[config.mk]
export PLATFORM = sky130hd
export DESIGN_NAME = hss_nexp
export DESIGN_NICKNAME = d
export VERILOG_FILES = /design/src/hw/rtl/hss_pkg.sv /design/src/hw/rtl/hss_nexp.sv
export SDC_FILE = /design/constraint.sdc
export NUM_CORES = 2
export LEC_CHECK = 0
export ABC_CLOCK_PERIOD_IN_PS = 9400
export BUFFER_PORTS_ARGS = -buffer_cell sky130_fd_sc_hd__buf_2
export CAP_MARGIN = 40
export CORE_AREA = 5 5 255 257
export DETAILED_ROUTE_END_ITERATION = 10
export DIE_AREA = 0 0 260 262
export PLACE_DENSITY = 0.76
export SLEW_MARGIN = 25
export SYNTH_ARGS = -nofsm -noshare
export SYNTH_HDL_FRONTEND = slang
export SYNTH_SLANG_ARGS = --single-unit
[constraint.sdc]
create_clock -name i_clk -period 9.4 [get_ports i_clk]
set_input_delay 1.41 -clock i_clk [delete_from_list [all_inputs] [get_ports i_clk]]
set_output_delay 1.41 -clock i_clk [all_outputs]
set_load 0.005 [all_outputs]
[src/hw/rtl/hss_pkg.sv]
// Shared types, constants and the exponential bit table for the harmonic spectrum block.
package hss_pkg;

    // fixed field widths
    localparam int unsigned FS_W   = 23;   // fund_step
    localparam int unsigned BF_W   = 24;   // bandwidth_factor
    localparam int unsigned HC_W   = 7;    // harmonic_count, also harmonic number
    localparam int unsigned AMP_W  = 16;
    localparam int unsigned BIN_W  = 17;
    localparam int unsigned BINQ_W = 33;   // bin in UQ.24
    localparam int unsigned BW_W   = 55;   // bandwidth, 48 fraction bits
    localparam int unsigned STR_W  = 65;   // dividend bits streamed into the divider
    localparam int unsigned QUO_W  = 33;
    localparam int unsigned U_W    = 20;   // UQ4.16 exponent argument
    localparam int unsigned CFG_W  = 24;

    localparam logic [1:0] CFG_FUND_STEP = 2'd0;
    localparam logic [1:0] CFG_BW_FACTOR = 2'd1;
    localparam logic [1:0] CFG_HARM_CNT  = 2'd2;

    localparam logic [FS_W-1:0] FS_RESET = 23'd50352;
    localparam logic [BF_W-1:0] BF_RESET = 24'd97206;
    localparam logic [HC_W-1:0] HC_RESET = 7'd64;

    localparam logic [35:0] EXP_CUT = 36'd63191020731;  // 14.71280603 in UQ4.32
    localparam logic [31:0] SUM_MAX = 32'hFFFF_FFFF;

    localparam logic CMD_LOAD  = 1'b0;
    localparam logic CMD_QUERY = 1'b1;

    // divider request
    typedef struct packed {
        logic              start;
        logic [BW_W-1:0]   rinit;
        logic [STR_W-1:0]  stream;
        logic [6:0]        steps;
        logic [BW_W-1:0]   divisor;
    } t_div_req;

    typedef struct packed {
        logic              done;
        logic [QUO_W-1:0]  quot;
        logic              ovf;
    } t_div_rsp;

    // exp(-2^(k-16)) in UQ0.32
    function automatic logic [31:0] exp_bit(input logic [4:0] k);
        logic [31:0] v;
        case (k)
            5'd0:  v = 32'd4294901760;
            5'd1:  v = 32'd4294836226;
            5'd2:  v = 32'd4294705160;
            5'd3:  v = 32'd4294443040;
            5'd4:  v = 32'd4293918848;
            5'd5:  v = 32'd4292870656;
            5'd6:  v = 32'd4290775039;
            5'd7:  v = 32'd4286586875;
            5'd8:  v = 32'd4278222805;
            5'd9:  v = 32'd4261543595;
            5'd10: v = 32'd4228380000;
            5'd11: v = 32'd4162825044;
            5'd12: v = 32'd4034748382;
            5'd13: v = 32'd3790295335;
            5'd14: v = 32'd3344923893;
            5'd15: v = 32'd2605029347;
            5'd16: v = 32'd1580030169;
            5'd17: v = 32'd581260615;
            5'd18: v = 32'd78665070;
            5'd19: v = 32'd1440801;
            default: v = 32'd0;
        endcase
        return v;
    endfunction

endpackage

[src/hw/rtl/hss_nexp.sv]
// Serial exp(-u): one argument bit per cycle, multiply by the table entry when set.
module hss_nexp (
    input  logic                     i_clk,
    input  logic                     i_rst_n,
    input  logic                     i_start,
    input  logic [hss_pkg::U_W-1:0]  i_u,
    output logic                     o_done,
    output logic                     o_one,
    output logic [31:0]              o_e
);

    logic [hss_pkg::U_W-1:0] r_u;
    logic [4:0]              r_k;
    logic [31:0]             r_e;
    logic                    r_one;
    logic                    r_busy;
    logic                    r_done;
    logic [31:0]             w_tab;
    logic [63:0]             w_prod;

    assign w_tab  = hss_pkg::exp_bit(r_k);
    assign w_prod = 64'(r_e) * 64'(w_tab);

    always_ff @(posedge i_clk) begin
        if (i_start) begin
            r_u   <= i_u;
            r_e   <= '0;
            r_one <= 1'b1;
        end else if (r_busy) begin
            r_u <= r_u >> 1;
            if (r_u[0]) begin
                r_one <= 1'b0;
                r_e   <= r_one ? w_tab : w_prod[63:32];
            end
        end
    end

    always_ff @(posedge i_clk) begin
        if (!i_rst_n) begin
            r_busy <= 1'b0;
            r_done <= 1'b0;
            r_k    <= '0;
        end else begin
            r_done <= 1'b0;
            if (i_start) begin
                r_busy <= 1'b1;
                r_k    <= '0;
            end else if (r_busy) begin
                r_k <= r_k + 5'd1;
                if (r_k == 5'(hss_pkg::U_W - 1)) begin
                    r_busy <= 1'b0;
                    r_done <= 1'b1;
                end
            end
        end
    end

    assign o_done = r_done;
    assign o_one  = r_one;
    assign o_e    = r_e;

endmodule

==> results.py <==
metrics = {
    "setup_path": {
        "end_kind": "flip-flop",
        "critPathMaxFanout": 18,
        "crit_required_ns": 9.61,
        "criticalPathCategory": "flip-flop to flip-flop",
        "cp.arrival_ns": 8.65,
        "critPathLaunchType": "flip-flop",
    },
    "synthesis": {
        "synth-async-reset-ratio_pct": 0,
        "syn_area_um2": 37100,
        "yosysMostFrequentCell": "fa_1",
        "synth_warnings": 0,
        "ys_top_cells_by_area": "fa_1, and2_1, ha_1, inv_1, nand2_1",
        "synth_cells": 4086,
        "synth_top_area_share_pct": 48.3,
        "synth_cell_type_count": 71,
        "syn_area_per_cell_um2": 9.07,
        "synth_ff_type": "dfxtp_1",
        "seq_area_frac_synth_pct": 5.51,
        "synth_nets": 5281,
        "synth-edff-count": 20,
        "synth-seq-cells": 92,
        "synthTopCellsByCount": "fa_1, inv_1, and2_1",
        "synth_top_area_cell": "fa_1",
    },
    "route": {
        "avgRoutedWirePerCell_um": 20.3,
        "wl_um": 99600,
        "ant_nets": 0,
        "drc_errors": 0,
        "dr.pass1.iters": 6,
        "drtIter0Drc": 2178,
        "vias": 27900,
        "vias_per_cell": 5.70,
    },
    "floorplanning": {
        "ios": 57,
        "fp.dieH_um": 262,
        "core_area_um2": 62500,
        "initial_core_util_pct": 59.3,
        "die_w_um": 260,
        "rows": 92,
        "die_area_um2": 68100,
    },
    "clocking": {
        "worstSkewPairLatency_ns": 0.36,
        "clkTransAtPathRegs_ns": 0.08,
        "cts_buffers": 9,
        "clock_sinks": 92,
        "cts_tree": "built",
        "postCtsSetupBuffers": 0,
        "htreeDepth": 3,
        "ctsHoldBuffers": 0,
        "cts_root_buf": "clkbuf_16",
        "cts_resized": 0,
        "clockBufferDepth": 2,
    },
    "sta": {
        "rsz0062_at_grt": "no",
        "period_share_pct": 89.8,
        "tns_ns": 0,
        "setup-violations-final": 0,
        "timing.fmax_mhz": 118,
        "slew_headroom_pct": 38.4,
        "min_period_ns": 8.45,
        "fin_skew_ns": 0.0161,
        "tightest_slew_ns": 0.918,
        "finalMaxSlewViolations": 0,
        "final_hold_viol_count": 0,
    },
    "global_routing": {
        "grt_max_degree": 47,
        "globalRouteTotalUtil_pct": 30.4,
        "antenna_found_initial": 3,
        "grt_pass1_wl_um": 163000,
        "grt_pass1_vias": 30000,
        "grt_overflow_total": 0,
    },
    "place": {
        "gp_congestion": 1.02,
        "numPortBuffers": 56,
        "dp_hpwl_um": 79800,
    },
    "final_layout": {
        "nets": 5240,
        "area_delta_synth_final_pct": 4.87,
        "drive_gt1_share_pct": 5.85,
    },
    "run": {
        "drv_cap": 0,
    },
    "run_status": {
        "status": "completed",
    },
    "worst_hold_path": {
        "hold_path.class": "flip-flop to flip-flop",
    },
}
-- flip-flops by register name, summed over array words and instances, names as in the netlist --
name / cells
o_done: 1
o_e: 32
o_one: 1
r_busy: 1
r_k: 5
r_u: 20
w_tab: 32
-- kinds of logic (layout without fill, tap and decap cells) --
| kind of cell | count (synthesis) | after routing | share of synthesized area (%) |
|---|---|---|---|
| AND/OR/NAND/NOR | 1326 | 1326 | 18.2 |
| adder cells (fa/ha/maj) | 1172 | 1172 | 57.7 |
| buffers and inverters | 1101 | 1065 | 11.3 |
| AO/OA/AOI/OAI | 344 | 344 | 5.93 |
| flip-flops | 92 | 92 | 5.51 |
| XOR/XNOR | 29 | 29 | 0.685 |
| multiplexers | 22 | 22 | 0.662 |
| other | 0 | 3 | 0 |
-- placed cells by master, fill, tap and decap left out, types with 65 or more instances in the layout --
| cell | Yosys | final |
|---|---|---|
| buf_4 | 0 | 99 |
| inv_1 | 871 | 871 |
| nor2_1 | 67 | 67 |
| a21oi_1 | 104 | 104 |
| o21ai_0 | 79 | 79 |
| nand2_1 | 532 | 532 |
| dfxtp_1 | 72 | 65 |
| and2_1 | 596 | 596 |
| fa_1 | 895 | 895 |
| ha_1 | 277 | 277 |
-- metal layers --
| metal | track usage (%) | part of all wire, % | wire, µm |
|---|---|---|---|
| met5 | 0 | 0 | 0 |
| met4 | 9.94 | 3.9 | 3880 |
| met3 | 3.89 | 8.3 | 8270 |
| met2 | 51.7 | 48 | 48200 |
| met1 | 41.2 | 39 | 39300 |
-- path summary, 6_finish.rpt --
check / startpoint / end / slack, ns / cells past startpoint
worst max-delay path: w_tab[9] / o_e[16] / 0.95 / 23
worst max register to register: w_tab[9] / o_e[16] / 0.95 / 23
worst min register to register: o_e[4] / o_e[4] / 0.51 / 1
worst min-delay path: o_e[4] / o_e[4] / 0.51 / 1
-- cell type report --
class / instances / area (µm²)
Multi-Input combinational cell: 2893 / 30800
Fill cell: 5264 / 23600
Inverter: 872 / 3270
Sequential cell: 92 / 2050
Timing Repair Buffer: 177 / 1340
Tap cell: 846 / 1060
Clock buffer: 9 / 225
Clock inverter: 7 / 88.8
Antenna cell: 3 / 7.51
-- through the flow --
step                setup slack, ns  util, %  area [µm²]  hold WS, ns  cells
floorplan                      2.39        -       37100        0.485   4086
global placement               1.02     61.2       38300        0.482   4859
detailed placement             1.10     61.5       38500        0.490   4872
CTS                            1.09     62.0       38800        0.510   4888
global route                  0.687     62.2       38900        0.555   4896
finish                        0.955     62.2       38900        0.512   4899
-- worst max-delay path, stage by stage, from the launching register on --
cell and delay (ns):
dfxtp_1 0.83, buf_4 0.36, nand2_1 0.10, fa_1 0.53, fa_1 0.54, fa_1 0.51
fa_1 0.51, inv_1 0.05, fa_1 0.56, fa_1 0.43, fa_1 0.53, inv_1 0.07
fa_1 0.48, inv_1 0.05, ha_1 0.38, a21o_1 0.21, a21o_1 0.17, a21oi_1 0.25
nand2_1 0.08, a211oi_1 0.73, nor2_1 0.20, a2111oi_0 0.47, a41o_1 0.14, o22ai_1 0.09
Power is left out: the tool's default activity adds up to more than one toggle a clock period on the data nets, which glitch-free logic cannot reach.
