$ cat src/hw/rtl/hss_pkg.sv
// Shared types, constants and the exponential bit table for the harmonic spectrum block.
package hss_pkg;

    // fixed field widths
    localparam int unsigned FS_W   = 23;   // fund_step
    localparam int unsigned BF_W   = 24;   // bandwidth_factor
    localparam int unsigned HC_W   = 7;    // harmonic_count, also harmonic number
    localparam int unsigned AMP_W  = 16;
    localparam int unsigned BIN_W  = 17;
    localparam int unsigned BINQ_W = 33;   // bin in UQ.24
    localparam int unsigned BW_W   = 55;   // bandwidth, 48 fraction bits
    localparam int unsigned STR_W  = 65;   // dividend bits streamed into the divider
    localparam int unsigned QUO_W  = 33;
    localparam int unsigned U_W    = 20;   // UQ4.16 exponent argument
    localparam int unsigned CFG_W  = 24;

    localparam logic [1:0] CFG_FUND_STEP = 2'd0;
    localparam logic [1:0] CFG_BW_FACTOR = 2'd1;
    localparam logic [1:0] CFG_HARM_CNT  = 2'd2;

    localparam logic [FS_W-1:0] FS_RESET = 23'd50352;
    localparam logic [BF_W-1:0] BF_RESET = 24'd97206;
    localparam logic [HC_W-1:0] HC_RESET = 7'd64;

    localparam logic [35:0] EXP_CUT = 36'd63191020731;  // 14.71280603 in UQ4.32
    localparam logic [31:0] SUM_MAX = 32'hFFFF_FFFF;

    localparam logic CMD_LOAD  = 1'b0;
    localparam logic CMD_QUERY = 1'b1;

    // divider request
    typedef struct packed {
        logic              start;
        logic [BW_W-1:0]   rinit;
        logic [STR_W-1:0]  stream;
        logic [6:0]        steps;
        logic [BW_W-1:0]   divisor;
    } t_div_req;

    typedef struct packed {
        logic              done;
        logic [QUO_W-1:0]  quot;
        logic              ovf;
    } t_div_rsp;

    // exp(-2^(k-16)) in UQ0.32
    function automatic logic [31:0] exp_bit(input logic [4:0] k);
        logic [31:0] v;
        case (k)
            5'd0:  v = 32'd4294901760;
            5'd1:  v = 32'd4294836226;
            5'd2:  v = 32'd4294705160;
            5'd3:  v = 32'd4294443040;
            5'd4:  v = 32'd4293918848;
            5'd5:  v = 32'd4292870656;
            5'd6:  v = 32'd4290775039;
            5'd7:  v = 32'd4286586875;
            5'd8:  v = 32'd4278222805;
            5'd9:  v = 32'd4261543595;
            5'd10: v = 32'd4228380000;
            5'd11: v = 32'd4162825044;
            5'd12: v = 32'd4034748382;
            5'd13: v = 32'd3790295335;
            5'd14: v = 32'd3344923893;
            5'd15: v = 32'd2605029347;
            5'd16: v = 32'd1580030169;
            5'd17: v = 32'd581260615;
            5'd18: v = 32'd78665070;
            5'd19: v = 32'd1440801;
            default: v = 32'd0;
        endcase
        return v;
    endfunction

endpackage

$ cat src/hw/rtl/hss_amp_mem.sv
// Amplitude table: synchronous RAM with per-entry valid bits cleared at reset.
module hss_amp_mem #(
    parameter int unsigned DEPTH = 64,
    parameter int unsigned AW    = 6
) (
    input  logic                       i_clk,
    input  logic                       i_rst_n,
    input  logic                       i_we,
    input  logic [AW-1:0]              i_waddr,
    input  logic [hss_pkg::AMP_W-1:0]  i_wdata,
    input  logic [AW-1:0]              i_raddr,
    output logic [hss_pkg::AMP_W-1:0]  o_rdata
);

    logic [hss_pkg::AMP_W-1:0] mem [DEPTH];
    logic [DEPTH-1:0]          r_valid;
    logic [hss_pkg::AMP_W-1:0] r_rdata;
    logic                      r_rvalid;

    always_ff @(posedge i_clk) begin
        if (i_we) begin
            mem[i_waddr] <= i_wdata;
        end
        r_rdata <= mem[i_raddr];
    end

    always_ff @(posedge i_clk) begin
        if (!i_rst_n) begin
            r_valid  <= '0;
            r_rvalid <= 1'b0;
        end else begin
            if (i_we) begin
                r_valid[i_waddr] <= 1'b1;
            end
            r_rvalid <= r_valid[i_raddr];
        end
    end

    // never-written entries read as zero
    assign o_rdata = r_rvalid ? r_rdata : '0;

endmodule

$ cat config.mk
export PLATFORM = sky130hd
export DESIGN_NAME = hss_amp_mem
export DESIGN_NICKNAME = d
export VERILOG_FILES = /design/src/hw/rtl/hss_pkg.sv /design/src/hw/rtl/hss_amp_mem.sv
export SDC_FILE = /design/constraint.sdc
export NUM_CORES = 1
export LEC_CHECK = 0
export BUFFER_PORTS_ARGS = -buffer_cell sky130_fd_sc_hd__buf_2
export CORE_MARGIN = 2
export CORE_UTILIZATION = 56
export DETAILED_ROUTE_END_ITERATION = 10
export HOLD_SLACK_MARGIN = 0.12
export PLACE_DENSITY = 0.75
export RECOVER_POWER = 25
export SLEW_MARGIN = 20
export SYNTH_ARGS = -nofsm -noshare
export SYNTH_HDL_FRONTEND = slang
export SYNTH_SLANG_ARGS = --single-unit
$ cat constraint.sdc
create_clock -name i_clk -period 2.4 [get_ports i_clk]
set_input_delay 0.48 -clock i_clk [delete_from_list [all_inputs] [get_ports i_clk]]
set_output_delay 0.48 -clock i_clk [all_outputs]
set_load 0.01 [all_outputs]
==> results of run 1 <==
==> logic make-up (layout without fill, tap and decap cells) <==
family | Yosys count | count (layout)
AND/OR/NAND/NOR | 207 | 207
multiplexers | 308 | 308
buffers and inverters | 113 | 488
other | 0 | 1
flip-flops | 1105 | 1105
AO/OA/AOI/OAI | 197 | 197
==> flip-flops by register name, indices dropped and copies added (netlist names) <==
name      cells
mem        1024
r_valid      64
r_rvalid      1
r_rdata      16
==> path summary, 6_finish.rpt <==
check                                    to  depth (start not counted)        start  slack [ns]
worst min register to register  r_valid[63]                          1  r_valid[63]        0.47
worst max register to register   r_rdata[0]                          6   mem[37][0]        0.16
worst min-delay path            r_valid[28]                          2      i_rst_n        0.26
worst max-delay path             o_rdata[4]                          2     r_rvalid        0.03
==> layer usage <==
metal	wire length [µm]	share of wire, %	global-route usage (%)
met1	37500	37	36.6
met2	49500	48	42.8
met3	10500	10	6.58
met4	5120	5.0	12.1
met5	150	0.15	0
==> area by class of cell <==
cell class                 count  area, µm²
sequential                  1105      32400
fill                        4606      25100
multi-input combinational    712       9060
timing repair buffer         290       3160
clock buffer                 133       2900
tap                          969       1210
clock inverter                65        520
antenna                        1       2.50
==> Yosys cell counts, types with 2 or more instances <==
master     number  area (µm²)
and2_1         20         125
mux4_2        278        6260
nor4_1          2        12.5
a22oi_1        44         330
a2111o_1        4        45.0
o21ai_0         4        20.0
nor2_1         80         300
o21a_1         64         480
clkbuf_1       59         221
buf_1           8        30.0
mux2i_1        27         270
nand2_1        42         158
nor2b_1        16         100
buf_4          18         135
buf_2          18        90.1
buf_6           8        90.1
o22ai_1        29         181
nand2b_1        8        50.1
o221ai_1        8        70.1
or3_1           3        18.8
o31ai_1         8        60.1
o22a_1          4        35.0
a2111oi_0       2        17.5
nor3_1         12        60.1
or3b_2          4        35.0
nand3b_1        5        37.5
nand3_1        13        65.1
edfxtp_1     1024       30700
dfxtp_1        81        1620
a221o_1        12         120
mux2_2          3        33.8
a211oi_1       16         120
==> layout by cell type, fill, tap and decap left out, types with 20 or more instances in the layout <==
cell type | Yosys | routed
o22ai_1 | 29 | 29
mux2i_1 | 27 | 27
nand2_1 | 42 | 42
dfxtp_1 | 81 | 81
buf_12 | 1 | 88
buf_2 | 18 | 34
buf_4 | 18 | 151
mux4_2 | 278 | 278
o21a_1 | 64 | 64
clkbuf_16 | 0 | 110
edfxtp_1 | 1024 | 1024
clkbuf_1 | 59 | 26
nor2_1 | 80 | 80
clkinv_2 | 0 | 23
clkinv_1 | 0 | 25
a22oi_1 | 44 | 44
and2_1 | 20 | 20
==> per-stage QoR <==
step | cells | total power [mW] | hold slack, ns
2_1_floorplan | 1930 | 22.7 | 0.435
3_3_place_gp | 3076 | 23.8 | 0.441
3_5_place_dp | 3076 | 23.9 | 0.452
4_1_cts | 3274 | 40.0 | 0.206
5_1_grt | 3274 | 40.8 | 0.250
6_report | 3275 | 39.8 | 0.264
==> power breakdown <==
part | internal (mW) | leakage, nW | total [mW] | switching [mW]
sequential | 21.2 | 9.87 | 21.3 | 0.0813
combinational | 0.913 | 4.46 | 2.20 | 1.29
clock | 9.30 | 1.68 | 16.3 | 6.98
total | 31.4 | 16.0 | 39.8 | 8.36
==> critical path: stages (launching register included) <==
cell	delay [ns]
dfxtp_1	0.71
and2_1	0.32
buf_2	0.17
==> reports/qor.yml, run 1 <==
floorplanning:
  core-area_um2: 74300
  rows: 100
  die_area_um2: 77200
  die_w_um: 278
  start_util_pct: 56.5
  dieHeight_um: 278
  ios: 47
timing:
  fin_crit_sh_pct: 98.8
  relSlewSlack_pct: -24.0
  hold_violations: 0
  slew_violations: 516
  timing.final.crit_period_ns: 2.37
  worst_slew_pin_slew_ns: 1.86
  timing.fmax_ghz: 0.422
  worst_slack_ns: 0.0296
  finalSetupTns_ns: 0
  clock_skew_ns: 0.0409
  setup_viol: 0
  grt_setup_unrepaired: "no"
yosys:
  synth-compound-area-share_pct: 3.56
  synthSimpleGateAreaFrac_pct: 2.33
  avgSynthCellArea_um2: 21.8
  synth_edf_count: 1024
  synthAdderAreaFrac_pct: 0
  syn_area_um2: 42000
  async_flop_share_pct: 0
  ys_warn_count: 0
  synth_xor_area_share_pct: 0
  synth.area.mux_share_pct: 15.6
  syn_nets: 1961
  netlist_instances: 1930
  synth_top_family_by_area: "multiplexers"
  ys_ff_latch: 1105
  ys_seq_area_share_pct: 77.1
  synthDistinctLibCells: 38
  synth_ff_type: "edfxtp_1"
drt:
  ant_nets: 0
  wl_per_cell_um: 31.4
  routed_wl_um: 103000
  drt_iter0_drc: 2557
  via_count: 21500
  dr.pass1.iters: 5
  drc: 0
  viasPerCell: 6.56
place:
  dp_hpwl_um: 64400
  place.gp.congestion: 0.913
  numPortBuffers: 46
  post_dp_cell_area_um2: 45900
  place_ws_ns: -0.295
min_path:
  hp-class: "input pin to flip-flop"
cts:
  clk_pin_slew_ns: 0.06
  cts-root-buf: "clkbuf_16"
  clk_latency_ns: 0.68
  numCtsBuffers: 106
  ctsHoldBuffers: 0
  cts_buffer_depth: 3
  cts_max_level: 3
  clkSinkCount: 1105
  cts_tree: "yes"
  cts_setup_buffers: 0
  post_cts_resized: 0
critical_path:
  crit_type: "flip-flop to output port"
  end_kind: "output port"
  worst-path-max-fanout: 16
  worstPathRequired_ns: 1.92
  critPathLaunchType: "flip-flop"
  crit_arrival_ns: 1.89
pwr:
  irDropWorstVdd_mv: 0.743
  p_leak_nw: 16.0
  p_per_area_nw_per_um2: 808
outcome:
  status: "finished, violations left"
  violations: "max-capacitance violations, max-slew violations"
cells_and_area:
  fin_area_um2: 49200
  layout.nets: 2246
  syn_to_final_growth_pct: 17.2
  fin_util_pct: 66.2
  drive_above_1_share_pct: 31.6
global_routing:
  track_usage_pct: 27.2
  grt_pass1_wl_um: 151000
  grt_max_degree: 65
  gr-total-overflow: 0
  antenna_found_initial: 13
  first_global_vias: 22100
run:
  drv_cap: 11
Power figures use the tool's default switching activity.
==> inputs of run 2 (changes only) <==
CORE_ASPECT_RATIO = 0.6   (was default)
CORE_UTILIZATION = 62   (was 56)
PLACE_DENSITY = 0.78   (was 0.75)
clock period = 3 ns   (was 2.4 ns; I/O delays follow)
==> run 2 against run 1 <==
The flow still finishes with violations (max-capacitance violations, max-slew violations). Clock skew decreased by 0.0082 ns. Largest cell class unchanged. Clock power down 27%. Critical path type is now input pin to flip-flop. Worst hold slack improved by 0.19 ns. Wire length is 5.9% higher. Critical endpoint is now mem[27][3].
==> reports/qor.yml, run 2 (same netlist as run 1, synthesis figures left out) <==
outcome:
  violations: "max-capacitance violations, max-slew violations"
  status: "finished, violations left"
run:
  drv_cap: 8
critical_path:
  critPathMaxStageDelay_ns: 1.20
  slowest_stage: "dlymetal6s2s_1"
  cp_cell_sequence: "clkbuf_1 -> dlymetal6s2s_1"
  path_buf_inv: 2
  worstPathRequired_ns: 3.26
  crit_type: "input pin to flip-flop"
  crit_arrival_ns: 2.88
  critPathLaunchType: "input pin"
  cp_top_family: "buffers and inverters"
  end_kind: "flip-flop"
  worst-path-max-fanout: 34
cells_and_area:
  top_register: "mem"
  seqCellArea_um2: 32400
  largest_reg_flops: 1024
  largest_registers: "mem x1024, r_valid x64, r_rdata x16"
  layout.nets: 2199
  n_fill_cell: 3717
  fin_cells: 3151
  multiInputGateArea_um2: 9090
  syn_to_final_growth_pct: 13.4
  drive_above_1_share_pct: 30.1
  final_common_cell: "edfxtp_1"
  fin_area_um2: 47600
  layout_common_cells: "edfxtp_1, mux4_2, buf_4"
global_routing:
  track_usage_pct: 32.1
  first_global_vias: 21800
  gr-total-overflow: 0
  grt_pass1_wl_um: 156000
  grt_max_degree: 65
  antenna_found_initial: 5
cts:
  ctsHoldBuffers: 0
  post_cts_resized: 0
  clkSinkCount: 1105
  cts_tree: "yes"
  clk_latency_ns: 0.68
  clk_pin_slew_ns: 0.07
  numCtsBuffers: 92
  cts_max_level: 3
  cts-root-buf: "clkbuf_16"
  cts_setup_buffers: 0
  cts_buffer_depth: 3
min_path:
  hp-class: "input pin to flip-flop"
timing:
  worst_slew_pin_slew_ns: 2.29
  fin_crit_sh_pct: 87.2
  worst_slack_ns: 0.383
  grt_setup_unrepaired: "no"
  slew_violations: 301
  relSlewSlack_pct: -52.9
  hold_violations: 0
  worst_hold_slack_ns: 0.451
  timing.fmax_ghz: 0.382
  clock_skew_ns: 0.0327
  timing.final.crit_period_ns: 2.62
  setup_viol: 0
  finalSetupTns_ns: 0
floorplanning:
  ios: 47
  rows: 73
  start_util_pct: 63.1
  core-area_um2: 66600
  die_area_um2: 69900
  dieHeight_um: 206
  die_w_um: 340
drt:
  dr.pass1.iters: 6
  routed_wl_um: 109000
  drt_iter0_drc: 3045
  viasPerCell: 6.94
  drc: 0
  wl_per_cell_um: 34.6
  via_count: 21900
  ant_nets: 0
place:
  numPortBuffers: 46
  placed_cells: 2974
  post_dp_cell_area_um2: 44800
  place.gp.congestion: 0.897
  place_ws_ns: 0.0815
  dp_hpwl_um: 66400
pwr:
  irDropWorstVdd_mv: 0.470
  p_per_area_nw_per_um2: 644
  p_leak_nw: 15.4
[run 2: changes by cell type in the layout (fill, tap and decap cells not counted), moves of 7 or more]
cell,previous run,this run
clkbuf_16,110,95
clkinv_2,23,16
clkbuf_1,26,42
nor2_2,0,13
buf_4,151,181
buf_12,88,23
nor2_1,80,67
clkinv_1,25,12
[run 2: final timing paths]
path	from	endpoint	slack (ns)	depth (start not counted)
setup / recovery	i_wdata[3]	mem[27][3]	0.38	2
hold / removal	i_rst_n	r_valid[46]	0.45	2
setup reg to reg	mem[37][11]	r_rdata[11]	0.80	6
hold reg to reg	r_valid[54]	r_valid[54]	0.46	1
[run 2: area by class of cell]
cell class	instances	share of cell area (%)
tap	900	2.36
timing repair buffer	257	4.40
clock buffer	130	5.43
clock inverter	42	0.751
sequential	1105	67.9
multi-input combinational	712	19.1
antenna	5	0.0263
[run 2: routing by layer]
| layer | share of wire, % | GRT usage (%) |
|---|---|---|
| met2 | 44 | 46.0 |
| met4 | 2.7 | 8.26 |
| met3 | 17 | 14.9 |
| met1 | 36 | 45.0 |
| met5 | 0.11 | 0 |
[run 2: power by group]
| part | internal, mW | switching (mW) | total, mW |
|---|---|---|---|
| Sequential | 17.0 | 0.0510 | 17.0 |
| Combinational | 0.678 | 1.09 | 1.77 |
| Clock | 6.48 | 5.43 | 11.9 |
| Total | 24.1 | 6.57 | 30.7 |
[run 2: per-stage QoR]
stage	util (%)	power, mW
after floorplan	-	18.2
after global placement	67.2	19.0
after detailed placement	67.2	19.1
after CTS	71.6	30.7
after global routing	71.5	31.4
final	71.6	30.7
