<file path="config.mk">
export PLATFORM = sky130hd
export DESIGN_NAME = hss_div
export DESIGN_NICKNAME = d
export VERILOG_FILES = /design/src/hw/rtl/hss_pkg.sv /design/src/hw/rtl/hss_div.sv
export SDC_FILE = /design/constraint.sdc
export NUM_CORES = 1
export LEC_CHECK = 0
export BUFFER_PORTS_ARGS = -buffer_cell sky130_fd_sc_hd__clkbuf_2
export CAP_MARGIN = 20
export CORE_UTILIZATION = 25
export DETAILED_ROUTE_END_ITERATION = 16
export SYNTH_ARGS = -nofsm -noshare
export SYNTH_HDL_FRONTEND = slang
export SYNTH_SLANG_ARGS = --single-unit
</file>
<file path="constraint.sdc">
create_clock -name i_clk -period 3.67 [get_ports i_clk]
set_clock_uncertainty 0.1 [all_clocks]
set_input_delay 0.367 -clock i_clk [delete_from_list [all_inputs] [get_ports i_clk]]
set_output_delay 0.367 -clock i_clk [all_outputs]
set_load 0.05 [all_outputs]
</file>
<file path="src/hw/rtl/hss_pkg.sv">
// Shared types, constants and the exponential bit table for the harmonic spectrum block.
package hss_pkg;

    // fixed field widths
    localparam int unsigned FS_W   = 23;   // fund_step
    localparam int unsigned BF_W   = 24;   // bandwidth_factor
    localparam int unsigned HC_W   = 7;    // harmonic_count, also harmonic number
    localparam int unsigned AMP_W  = 16;
    localparam int unsigned BIN_W  = 17;
    localparam int unsigned BINQ_W = 33;   // bin in UQ.24
    localparam int unsigned BW_W   = 55;   // bandwidth, 48 fraction bits
    localparam int unsigned STR_W  = 65;   // dividend bits streamed into the divider
    localparam int unsigned QUO_W  = 33;
    localparam int unsigned U_W    = 20;   // UQ4.16 exponent argument
    localparam int unsigned CFG_W  = 24;

    localparam logic [1:0] CFG_FUND_STEP = 2'd0;
    localparam logic [1:0] CFG_BW_FACTOR = 2'd1;
    localparam logic [1:0] CFG_HARM_CNT  = 2'd2;

    localparam logic [FS_W-1:0] FS_RESET = 23'd50352;
    localparam logic [BF_W-1:0] BF_RESET = 24'd97206;
    localparam logic [HC_W-1:0] HC_RESET = 7'd64;

    localparam logic [35:0] EXP_CUT = 36'd63191020731;  // 14.71280603 in UQ4.32
    localparam logic [31:0] SUM_MAX = 32'hFFFF_FFFF;

    localparam logic CMD_LOAD  = 1'b0;
    localparam logic CMD_QUERY = 1'b1;

    // divider request
    typedef struct packed {
        logic              start;
        logic [BW_W-1:0]   rinit;
        logic [STR_W-1:0]  stream;
        logic [6:0]        steps;
        logic [BW_W-1:0]   divisor;
    } t_div_req;

    typedef struct packed {
        logic              done;
        logic [QUO_W-1:0]  quot;
        logic              ovf;
    } t_div_rsp;

    // exp(-2^(k-16)) in UQ0.32
    function automatic logic [31:0] exp_bit(input logic [4:0] k);
        logic [31:0] v;
        case (k)
            5'd0:  v = 32'd4294901760;
            5'd1:  v = 32'd4294836226;
            5'd2:  v = 32'd4294705160;
            5'd3:  v = 32'd4294443040;
            5'd4:  v = 32'd4293918848;
            5'd5:  v = 32'd4292870656;
            5'd6:  v = 32'd4290775039;
            5'd7:  v = 32'd4286586875;
            5'd8:  v = 32'd4278222805;
            5'd9:  v = 32'd4261543595;
            5'd10: v = 32'd4228380000;
            5'd11: v = 32'd4162825044;
            5'd12: v = 32'd4034748382;
            5'd13: v = 32'd3790295335;
            5'd14: v = 32'd3344923893;
            5'd15: v = 32'd2605029347;
            5'd16: v = 32'd1580030169;
            5'd17: v = 32'd581260615;
            5'd18: v = 32'd78665070;
            5'd19: v = 32'd1440801;
            default: v = 32'd0;
        endcase
        return v;
    endfunction

endpackage

</file>
<file path="src/hw/rtl/hss_div.sv">
// Shared restoring divider, one quotient bit per cycle.
module hss_div (
    input  logic               i_clk,
    input  logic               i_rst_n,
    input  hss_pkg::t_div_req  i_req,
    output hss_pkg::t_div_rsp  o_rsp
);

    logic [hss_pkg::BW_W-1:0]  r_rem;
    logic [hss_pkg::BW_W-1:0]  r_dvs;
    logic [hss_pkg::STR_W-1:0] r_str;
    logic [hss_pkg::QUO_W-1:0] r_quo;
    logic                      r_ovf;
    logic [6:0]                r_cnt;
    logic                      r_busy;
    logic                      r_done;

    logic [hss_pkg::BW_W:0]    w_try;
    logic                      w_bit;

    assign w_try = {r_rem, r_str[hss_pkg::STR_W-1]};
    assign w_bit = (w_try >= {1'b0, r_dvs});

    always_ff @(posedge i_clk) begin
        if (i_req.start) begin
            r_rem <= i_req.rinit;
            r_dvs <= i_req.divisor;
            r_str <= i_req.stream;
            r_quo <= '0;
            r_ovf <= 1'b0;
        end else if (r_busy) begin
            r_rem <= w_bit ? hss_pkg::BW_W'(w_try - {1'b0, r_dvs})
                           : w_try[hss_pkg::BW_W-1:0];
            r_str <= {r_str[hss_pkg::STR_W-2:0], 1'b0};
            r_quo <= {r_quo[hss_pkg::QUO_W-2:0], w_bit};
            r_ovf <= r_ovf | r_quo[hss_pkg::QUO_W-1];
        end
    end

    always_ff @(posedge i_clk) begin
        if (!i_rst_n) begin
            r_busy <= 1'b0;
            r_done <= 1'b0;
            r_cnt  <= '0;
        end else begin
            r_done <= 1'b0;
            if (i_req.start) begin
                r_busy <= 1'b1;
                r_cnt  <= i_req.steps;
            end else if (r_busy) begin
                r_cnt <= r_cnt - 7'd1;
                if (r_cnt == 7'd1) begin
                    r_busy <= 1'b0;
                    r_done <= 1'b1;
                end
            end
        end
    end

    assign o_rsp.done = r_done;
    assign o_rsp.quot = r_quo;
    assign o_rsp.ovf  = r_ovf;

endmodule

</file>
==> run metrics, run 1 <==
status complete, no violations; Peak VDD IR 0.3978 mV; Initial Util 25.53%; final HPWL from detailed placement 26.29 mm; Core ar. 0.04936 sq mm; die area 0.05130 sq mm; most common cell in the netlist edfxtp_1; Seq. cell area 0.006117 sq mm; Die W 226.5 microns; synthesized area 0.01260 sq mm; final setup violation count 0; warnings from Yosys 0; clk sink count 218; first-pass iteration count of the detailed router 6; total power 9309 uW; #FFs+latches synth 218; Cells after Synth 1,222; hold violation count in the final report 0; crit share post-route 94.09%; IO Count 220; routed vias 10,620; total of max-cap violations 0; clk buf depth 3; Tmin final 3.453 ns; f_max 289.6 MHz; initial antenna violation count 7; Worst Path Class, Setup register to register; post-synth cell types 75; fillcell total 5,065; synth-to-layout area growth 32.61%; Multi-input gate area 0.005881 sq mm; crit start category register; PwrDens 557.1 mW/mm^2; number of cell rows 81; Reg clk slew, reported paths 0.06 ns; CTS H-tree lvls 1; asr flop ratio synth 0%; DR vias/cell 4.724; worst path required time 3.90 ns; CTS Buf Count 28; grt total ovfl 0; Setup Buffers After CTS 0; Final Util 33.86%; setup TNS 0 ns; Post-Layout Cell Count 2,248; Slew headroom 45.58%; post-synth top area share 41.70%; largest net degree at the start of global routing 63; Least-Margin Pin Slew 0.8163 ns; Die Height 226.5 microns; Avg Cell Area, Syn 10.31 sq um; layout cell share with drive strength beyond 1 23.85%; layout net count 1,803; all-layer global routing usage 14.32%; routability cong. 0.8673; vias in the first global route 10,672; clock latency on the worst-skew pair 0.58 ns; post-synth net total 1,465; top cell type by total area after synthesis edfxtp_1; Post-synth EDFFs 175; Worst Hold Class input pin to register; DRC 0; final WL 37.35 mm; placed cells 2,053; first-pass GRT wire length 58.24 mm; endpoint type of the worst setup path register; post-place setup slack 0.1363 ns; average wire per standard cell 16.61 microns; CP max FO 26; RSZ-0062 raised after global routing false; setup ws final 0.2169 ns; CTS root buf clkbuf_16; Max Slew Vio Count 0; antenna viol nets, final 0; critical path data arrival time 3.68 ns; Post-synth top cells edfxtp_1, nand2_1, nor2_1, a21oi_1, inv_1; top cells by area, synth edfxtp_1, dfxtp_1, mux2_2; Main synth FF type edfxtp_1; CTS tree built; leakage power 0.006820 uW; IO buf count 219; DRT iter0 DRCs 638; sequential share of the synthesized area 48.54%
## worst paths after layout
check | startpoint | end | slack, ns | depth (start not counted)
worst min register to register | r_cnt[6] | r_done | 0.38 | 1
worst max register to register | r_rem[24] | r_rem[53] | 0.22 | 10
worst max-delay path | r_rem[24] | r_rem[53] | 0.22 | 10
worst min-delay path | i_req[165] | r_rem[38] | 0.02 | 2
## stage by stage
stage	instance area, sq um	hold slack, ns
final	16710	0.01725
after global routing	16700	0.001378
after CTS	16680	0.002495
after detailed placement	14390	0.3711
after global placement	14390	0.3476
after floorplan	12600	0.3380
## logic make-up (layout without fill, tap and decap cells)
kind of cell | after synthesis | in the layout | share of synthesized area (%)
and+or+nand+nor | 337 | 338 | 12.35
buffers and inverters | 150 | 508 | 4.945
muxes | 100 | 100 | 8.609
DFF | 218 | 218 | 48.54
adders and majority gates | 58 | 58 | 5.819
other | 0 | 3 | 0
xor gates and xnor gates | 46 | 46 | 3.197
AOI/OAI and AO/OA | 313 | 313 | 16.54
## worst max-delay path, cell delays in order, from the launching register on
cell and delay [ns]:
edfxtp_1 0.40, ha_1 0.46, nand2_2 0.12, or4_4 0.53, or2_4 0.27, o21bai_1 0.14, o211ai_1 0.22, and3_4 0.37
a311oi_1 0.26, a311oi_1 0.14, a21o_1 0.18
## cell usage in the layout, fill, tap and decap left out, types with 28 or more instances in the layout
cell | Yosys | layout
dlygate4sd3_1 | 0 | 140
mux2i_1 | 33 | 33
nor2_1 | 95 | 95
o21ai_0 | 35 | 35
clkbuf_2 | 0 | 218
clkbuf_16 | 0 | 28
mux2_2 | 67 | 67
a31oi_1 | 32 | 32
xnor2_1 | 30 | 30
dfxtp_1 | 43 | 42
edfxtp_1 | 175 | 175
inv_1 | 79 | 78
ha_1 | 57 | 57
a21oi_1 | 87 | 87
nand2_1 | 124 | 124
## area by class of cell
cell class / instances / area share [%]
Timing Repair Buffer: 378 / 16.00
Multi-Input combinational cell: 855 / 35.19
Antenna cell: 3 / 0.04493
Clock inverter: 21 / 1.108
Inverter: 79 / 1.775
Tap cell: 664 / 4.972
Clock buffer: 30 / 4.298
Sequential cell: 218 / 36.61
## what timing repair did
action | 4_1_cts | 5_1_grt
endpoints found under the setup margin | 0 | 13
resized for setup | 0 | 1
endpoints found under the hold margin | 137 | 1
hold buffers | 139 | 1
## report_power, final
part	switching, uW	internal (uW)	total [uW]
clock network	1160	1560	2730
logic	1950	1390	3350
registers	156	3080	3240
## flip-flops by register name, summed over array words and instances (netlist names)
register and flops:
r_cnt 7, r_busy 1, r_str 65, r_dvs 55, r_quo 33, r_rem 55
r_done 1, r_ovf 1
## routing by layer
metal	track usage (%)	up-vias	routed length (microns)
met5	0	-	51
met2	24.27	287	17880
li1	-	5175	-
met1	18.12	5082	16320
met3	3.317	68	2231
met4	3.880	8	872
(Power assumes the default switching activity.)
==> run 2: changes to the inputs <==
CORE_UTILIZATION = 48   (was 25)
CTS_CLUSTER_SIZE = 14   (was default)
PLACE_DENSITY = 0.7   (was default)
==> run 2 against run 1 <==
Net effect:
- hold slack improved by 0.0010 ns
- die area shrank 48%
- setup slack worse by 0.050 ns
- count of clock-buffer cells in the layout is 7 higher
- sequential share of layout area grew 2.9 points
- register-to-register slack worse by 0.05 ns
- global-route usage rose by 8.8 points
- via count down 3.9%
- final cell count is 19% lower
- design area is 7.4% lower
- critical path type unchanged
- critical endpoint unchanged
- largest power group unchanged
==> run metrics, run 2 (same netlist as run 1, synthesis figures left out) <==
worst hold start i_req[155]; all-layer global routing usage 23.08%; endpoint type of the worst setup path register; Least-Margin Pin Slew 0.8069 ns; routed vias 10,203; DRC 0; RSZ-0062 raised after global routing true; fillcell total 2,180; Hold Crit Depth 2; final WL 31.09 mm; Slew headroom 46.13%; Register-to-Register Path Depth 10; Die W 164.0 microns; PwrDens 580.9 mW/mm^2; Worst Hold Class input pin to register; final HPWL from detailed placement 21.88 mm; FF-to-FF End r_rem[53]; layout cell share with drive strength beyond 1 24.57%; layout net count 1,726; antenna viol nets, final 0; average wire per standard cell 16.97 microns; IO Count 220; largest net degree at the start of global routing 96; worst path required time 3.87 ns; first-pass GRT wire length 49.95 mm; design area 0.01547 sq mm; Largest register FFs 65; status complete, no violations; Initial Util 49.47%; synth-to-layout area growth 22.75%; crit share post-route 95.44%; Reg-to-Reg Start r_rem[24]; CTS root buf clkbuf_16; f_max 285.5 MHz; clk buf depth 3; Max Slew Vio Count 0; Die Height 164.0 microns; CP max FO 43; first-pass iteration count of the detailed router 5; critical path data arrival time 3.71 ns; most common cell after layout, fill and taps aside clkbuf_2; Reg clk slew, reported paths 0.06 ns; initial antenna violation count 1; Hold Crit Endpoint r_rem[28]; # diodes 0; leakage power 0.006473 uW; Peak VDD IR 0.5552 mV; crit start category register; Largest Register r_str; Worst Path Class, Setup register to register; DP Area 0.01398 sq mm; total power 8985 uW; die area 0.02690 sq mm; r2r setup slk 0.17 ns; number of cell rows 58; Tmin final 3.503 ns; DRT iter0 DRCs 735; IO buf count 219; grt total ovfl 0; crit path from r_rem[24]; clock latency on the worst-skew pair 0.55 ns; Core ar. 0.02547 sq mm; Top Registers r_str (65), r_dvs (55), r_rem (55); vias in the first global route 10,244; most frequent cells in the layout clkbuf_2, edfxtp_1, nand2_1, nor2_1, a21oi_1; hold violation count in the final report 0; clk sink count 218; CTS Buf Count 25; CTS H-tree lvls 1; final setup violation count 0; total of max-cap violations 0; routability cong. 0.9493; DR vias/cell 5.569; CTS tree built
## run 2: changes by cell type in the layout (fill, tap and decap cells not counted), moves of 3 or more
cell / previous run / this run
clkinvlp_4: 3 / 0
clkbuf_1: 1 / 9
dlygate4sd3_1: 140 / 64
clkinv_2: 8 / 4
diode_2: 3 / 0
clkbuf_16: 28 / 25
## run 2: where the power goes
part	leakage, uW	total (uW)	switching, uW	internal [uW]
registers	0.00209	3230	148	3080
clock network	0.000402	2500	1030	1470
logic	0.00399	3260	1910	1350
## run 2: per-stage QoR
stage	utilization, %	instances	setup TNS [ns]	hold WS, ns	setup slack, ns
final	60.72	1832	0	0.01828	0.1672
after global routing	60.72	1832	-0.03351	0.007865	-0.03349
after CTS	60.61	1829	0	0.002511	0.1203
after detailed placement	54.89	1719	0	0.3556	0.2083
after global placement	54.89	1719	0	0.3485	0.3065
after floorplan	-	1222	0	0.3380	0.6200
## run 2: cell type report
| cell class | count | area, sq um | area share [%] |
|---|---|---|---|
| multi-input cells | 854 | 5877 | 38.00 |
| repair buffers | 305 | 1948 | 12.60 |
| clock buffers | 37 | 700.7 | 4.530 |
| inverters | 79 | 296.5 | 1.917 |
| well taps | 330 | 412.9 | 2.669 |
| flip-flops and latches | 218 | 6117 | 39.55 |
| clock inverters | 9 | 115.1 | 0.7442 |
## run 2: layer usage
metal,global-route usage (%),routed length [microns],up-vias
met4,7.702,943,2
met1,29.23,13210,4778
met2,38.85,14640,343
met3,5.202,2279,73
li1,-,-,5007
met5,0,12,-
## run 2: worst max-delay path, cell delays in order (launching register included)
cell and delay, ns:
edfxtp_1 0.39, ha_1 0.46, nand2_2 0.13, or4_4 0.54, or2_4 0.27, nand3b_1 0.18, o21bai_4 0.20, and3_4 0.35
a311oi_1 0.30, a311oi_1 0.14, a21o_1 0.17
## run 2: worst max path at each step
stage                     depth (start not counted)  slack, ns        end
after global routing                             11      -0.03  r_rem[53]
after floorplan                                  13       0.62  r_rem[10]
after detailed placement                         11       0.21  r_rem[31]
after CTS                                        11       0.12  r_rem[53]
final                                            10       0.17  r_rem[53]
after global placement                           11       0.31  r_rem[53]
## run 2: timing repair
action	CTS	global route
endpoints found under the setup margin	0	8
setup buffers	0	3
hold buffers	64	0
resized for setup	0	2
hold endpoints to repair	64	0
==> run 3: changes to the inputs <==
ABC_AREA = 1   (was default)
PLACE_DENSITY = 0.69   (was 0.7)
==> run 3 against run 2 <==
Net effect:
- synthesized area rose by 15%
- synthesized cell count increased by 67%
- die area rose by 15%
- first-iteration DRC count rose by 28%
- combinational power up 8.6%
- via count rose by 33%
- critical endpoint is now r_rem[4]
- largest cell class is now multi-input combinational cells
- largest power group unchanged
- highest routed layer is now met4
==> run metrics, run 3 <==
setup TNS 0 ns; Core ar. 0.02972 sq mm; r2r setup slk 0.24 ns; crit share post-route 93.36%; Reg clk slew, reported paths 0.06 ns; f_max 291.9 MHz; IO Count 220; DRT iter0 DRCs 944; CTS root buf clkbuf_16; post-synth cell types 38; Register-to-Register Path Depth 12; Hold Crit Endpoint r_rem[46]; synth-to-layout area growth 24.84%; first-pass iteration count of the detailed router 7; Die W 175.9 microns; top cell type by total area after synthesis edfxtp_1; DP Area 0.01587 sq mm; total of max-cap violations 0; DR vias/cell 4.855; CP max FO 30; synthesized area 0.01452 sq mm; leakage power 0.009511 uW; sequential share of the synthesized area 42.12%; Post-synth top cells nand2_1, inv_1, edfxtp_1, nand3_1, nor2_1; die area 0.03095 sq mm; most frequent cells in the layout nand2_1, inv_1, clkbuf_2, edfxtp_1, dlygate4sd3_1; #FFs+latches synth 218; clk buf depth 3; layout net count 2,636; status complete, no violations; largest net degree at the start of global routing 129; vias in the first global route 13,375; layout cell share with drive strength beyond 1 12.69%; worst path required time 3.85 ns; post_cts resized 0; endpoint type of the worst setup path register; critical path data arrival time 3.61 ns; worst hold start i_req[173]; asr flop ratio synth 0%; RSZ-0062 raised after global routing false; Max Slew Vio Count 0; warnings from Yosys 0; Least-Margin Pin Slew 0.8720 ns; clock latency on the worst-skew pair 0.56 ns; Tmin final 3.426 ns; IO buf count 219; Worst Path Class, Setup register to register; hold violation count in the final report 0; average wire per standard cell 15.09 microns; Main synth FF type edfxtp_1; Cells after Synth 2,043; Largest register FFs 65; most common cell in the netlist nand2_1; routability cong. 0.9467; all-layer global routing usage 27.59%; Post-synth EDFFs 175; number of cell rows 63; CTS Buf Count 25; FF-to-FF End r_rem[4]; fillcell total 2,720; grt total ovfl 0; PwrDens 499.9 mW/mm^2; antenna viol nets, final 0; final WL 42.28 mm; Worst Hold Class input pin to register; delay-heaviest family, CP simple AND/OR/NAND/NOR gates; Setup Buffers After CTS 0; DRC 0; Top Registers r_str (65), r_dvs (55), r_rem (55); final setup violation count 0; most common cell after layout, fill and taps aside nand2_1; Critical Path Max Stage Delay 0.69 ns; design area 0.01812 sq mm; Die Height 175.9 microns; final HPWL from detailed placement 30.66 mm; Peak VDD IR 0.3705 mV; post-synth net total 2,286; Hold Crit Depth 3; routed vias 13,604; CTS H-tree lvls 1; Buf/Inv on CP 2; Most common cell on crit path nand2_1; Largest Register r_str; post-synth top area share 36.19%; CP max-delay cell nor2_4; Slew headroom 41.73%; first-pass GRT wire length 67.59 mm; clk sink count 218; initial antenna violation count 1; CTS tree built; top cells by area, synth edfxtp_1, nand2_1, inv_1; crit start category register; Initial Util 48.86%; Avg Cell Area, Syn 7.107 sq um; Reg-to-Reg Start r_rem[45]; total power 9061 uW; crit path cell chain ha_1, nand2_1, inv_1, a21oi_1, nand2_1, nand2_1, nand3_1, nor2_4, buf_4, nand3b_1, nand3_1, nand2_1
## run 3: changes by cell type in the layout (fill, tap and decap cells not counted), moves of 23 or more
cell / change
nand2_1: +734
inv_1: +323
nand3_1: +112
dlygate4sd3_1: +85
mux2_2: -67
a21oi_1: -51
nand3b_1: +43
mux2i_1: -33
a31oi_1: -28
o22ai_1: +28
a21o_1: -26
o21ai_0: -23
## run 3: through the flow
| stage | cells | util [%] | setup slack (ns) | hold WS [ns] |
|---|---|---|---|---|
| floorplan | 2043 | - | 0.8375 | 0.3380 |
| global placement | 2607 | 53.41 | 0.2990 | 0.3586 |
| detailed placement | 2607 | 53.41 | 0.2521 | 0.3668 |
| CTS | 2801 | 60.98 | 0.2472 | 0.0004710 |
| global route | 2802 | 60.99 | 0.01356 | 0.006986 |
| finish | 2802 | 60.99 | 0.2437 | 0.01108 |
## run 3: final cells by class
| class | instances | area [sq um] | area share, % |
|---|---|---|---|
| Inverter | 411 | 1549 | 8.546 |
| Multi-Input combinational cell | 1360 | 6513 | 35.93 |
| Clock buffer | 32 | 661.9 | 3.652 |
| Sequential cell | 218 | 6116 | 33.74 |
| Tap cell | 390 | 488.0 | 2.692 |
| Timing Repair Buffer | 377 | 2699 | 14.89 |
| Antenna cell | 1 | 2.502 | 0.01381 |
| Clock inverter | 13 | 96.34 | 0.5315 |
## run 3: worst max path at each step
| stage | from | endpoint | slack [ns] | depth (start not counted) |
|---|---|---|---|---|
| 2_1_floorplan | i_req[182] | r_rem[0] | 0.84 | 3 |
| 3_3_place_gp | r_rem[45] | r_rem[28] | 0.30 | 12 |
| 3_5_place_dp | r_rem[45] | r_rem[11] | 0.25 | 12 |
| 4_1_cts | r_rem[45] | r_rem[25] | 0.25 | 12 |
| 5_1_grt | r_rem[45] | r_rem[12] | 0.01 | 12 |
| 6_report | r_rem[45] | r_rem[4] | 0.24 | 12 |
## run 3: timing repair
action / in CTS / in global routing
endpoints found under the hold margin: 150 / 0
endpoints found under the setup margin: 0 / 0
hold buffers: 149 / 0
## run 3: power by group
part           switching [uW]  internal [uW]
Combinational            2270           1270
Clock                    1020           1340
Sequential                124           3040
Total                    3420           5650
## run 3: cell families after synthesis
family                     count (synthesis)  synth area share [%]
AOI/OAI and AO/OA                         87                 3.404
DFF                                      218                 42.12
buffers and inverters                    465                 13.06
adders and majority gates                 58                 5.050
xor gates and xnor gates                  27                 1.629
and+or+nand+nor                         1188                 34.74
## run 3: tightest hold or removal path, stage by stage
cell and delay, ns:
clkbuf_2 0.08, nand2_1 0.06, nand2_1 0.06
## run 3: metal layers
metal  vias to the layer above  track usage, %  share of wire, %
met5                         -               0                 0
met4                         0           9.022               3.2
met3                        71           4.632               6.0
met2                       406           47.08                47
met1                      6122           35.38                44
li1                       7005               -                 -
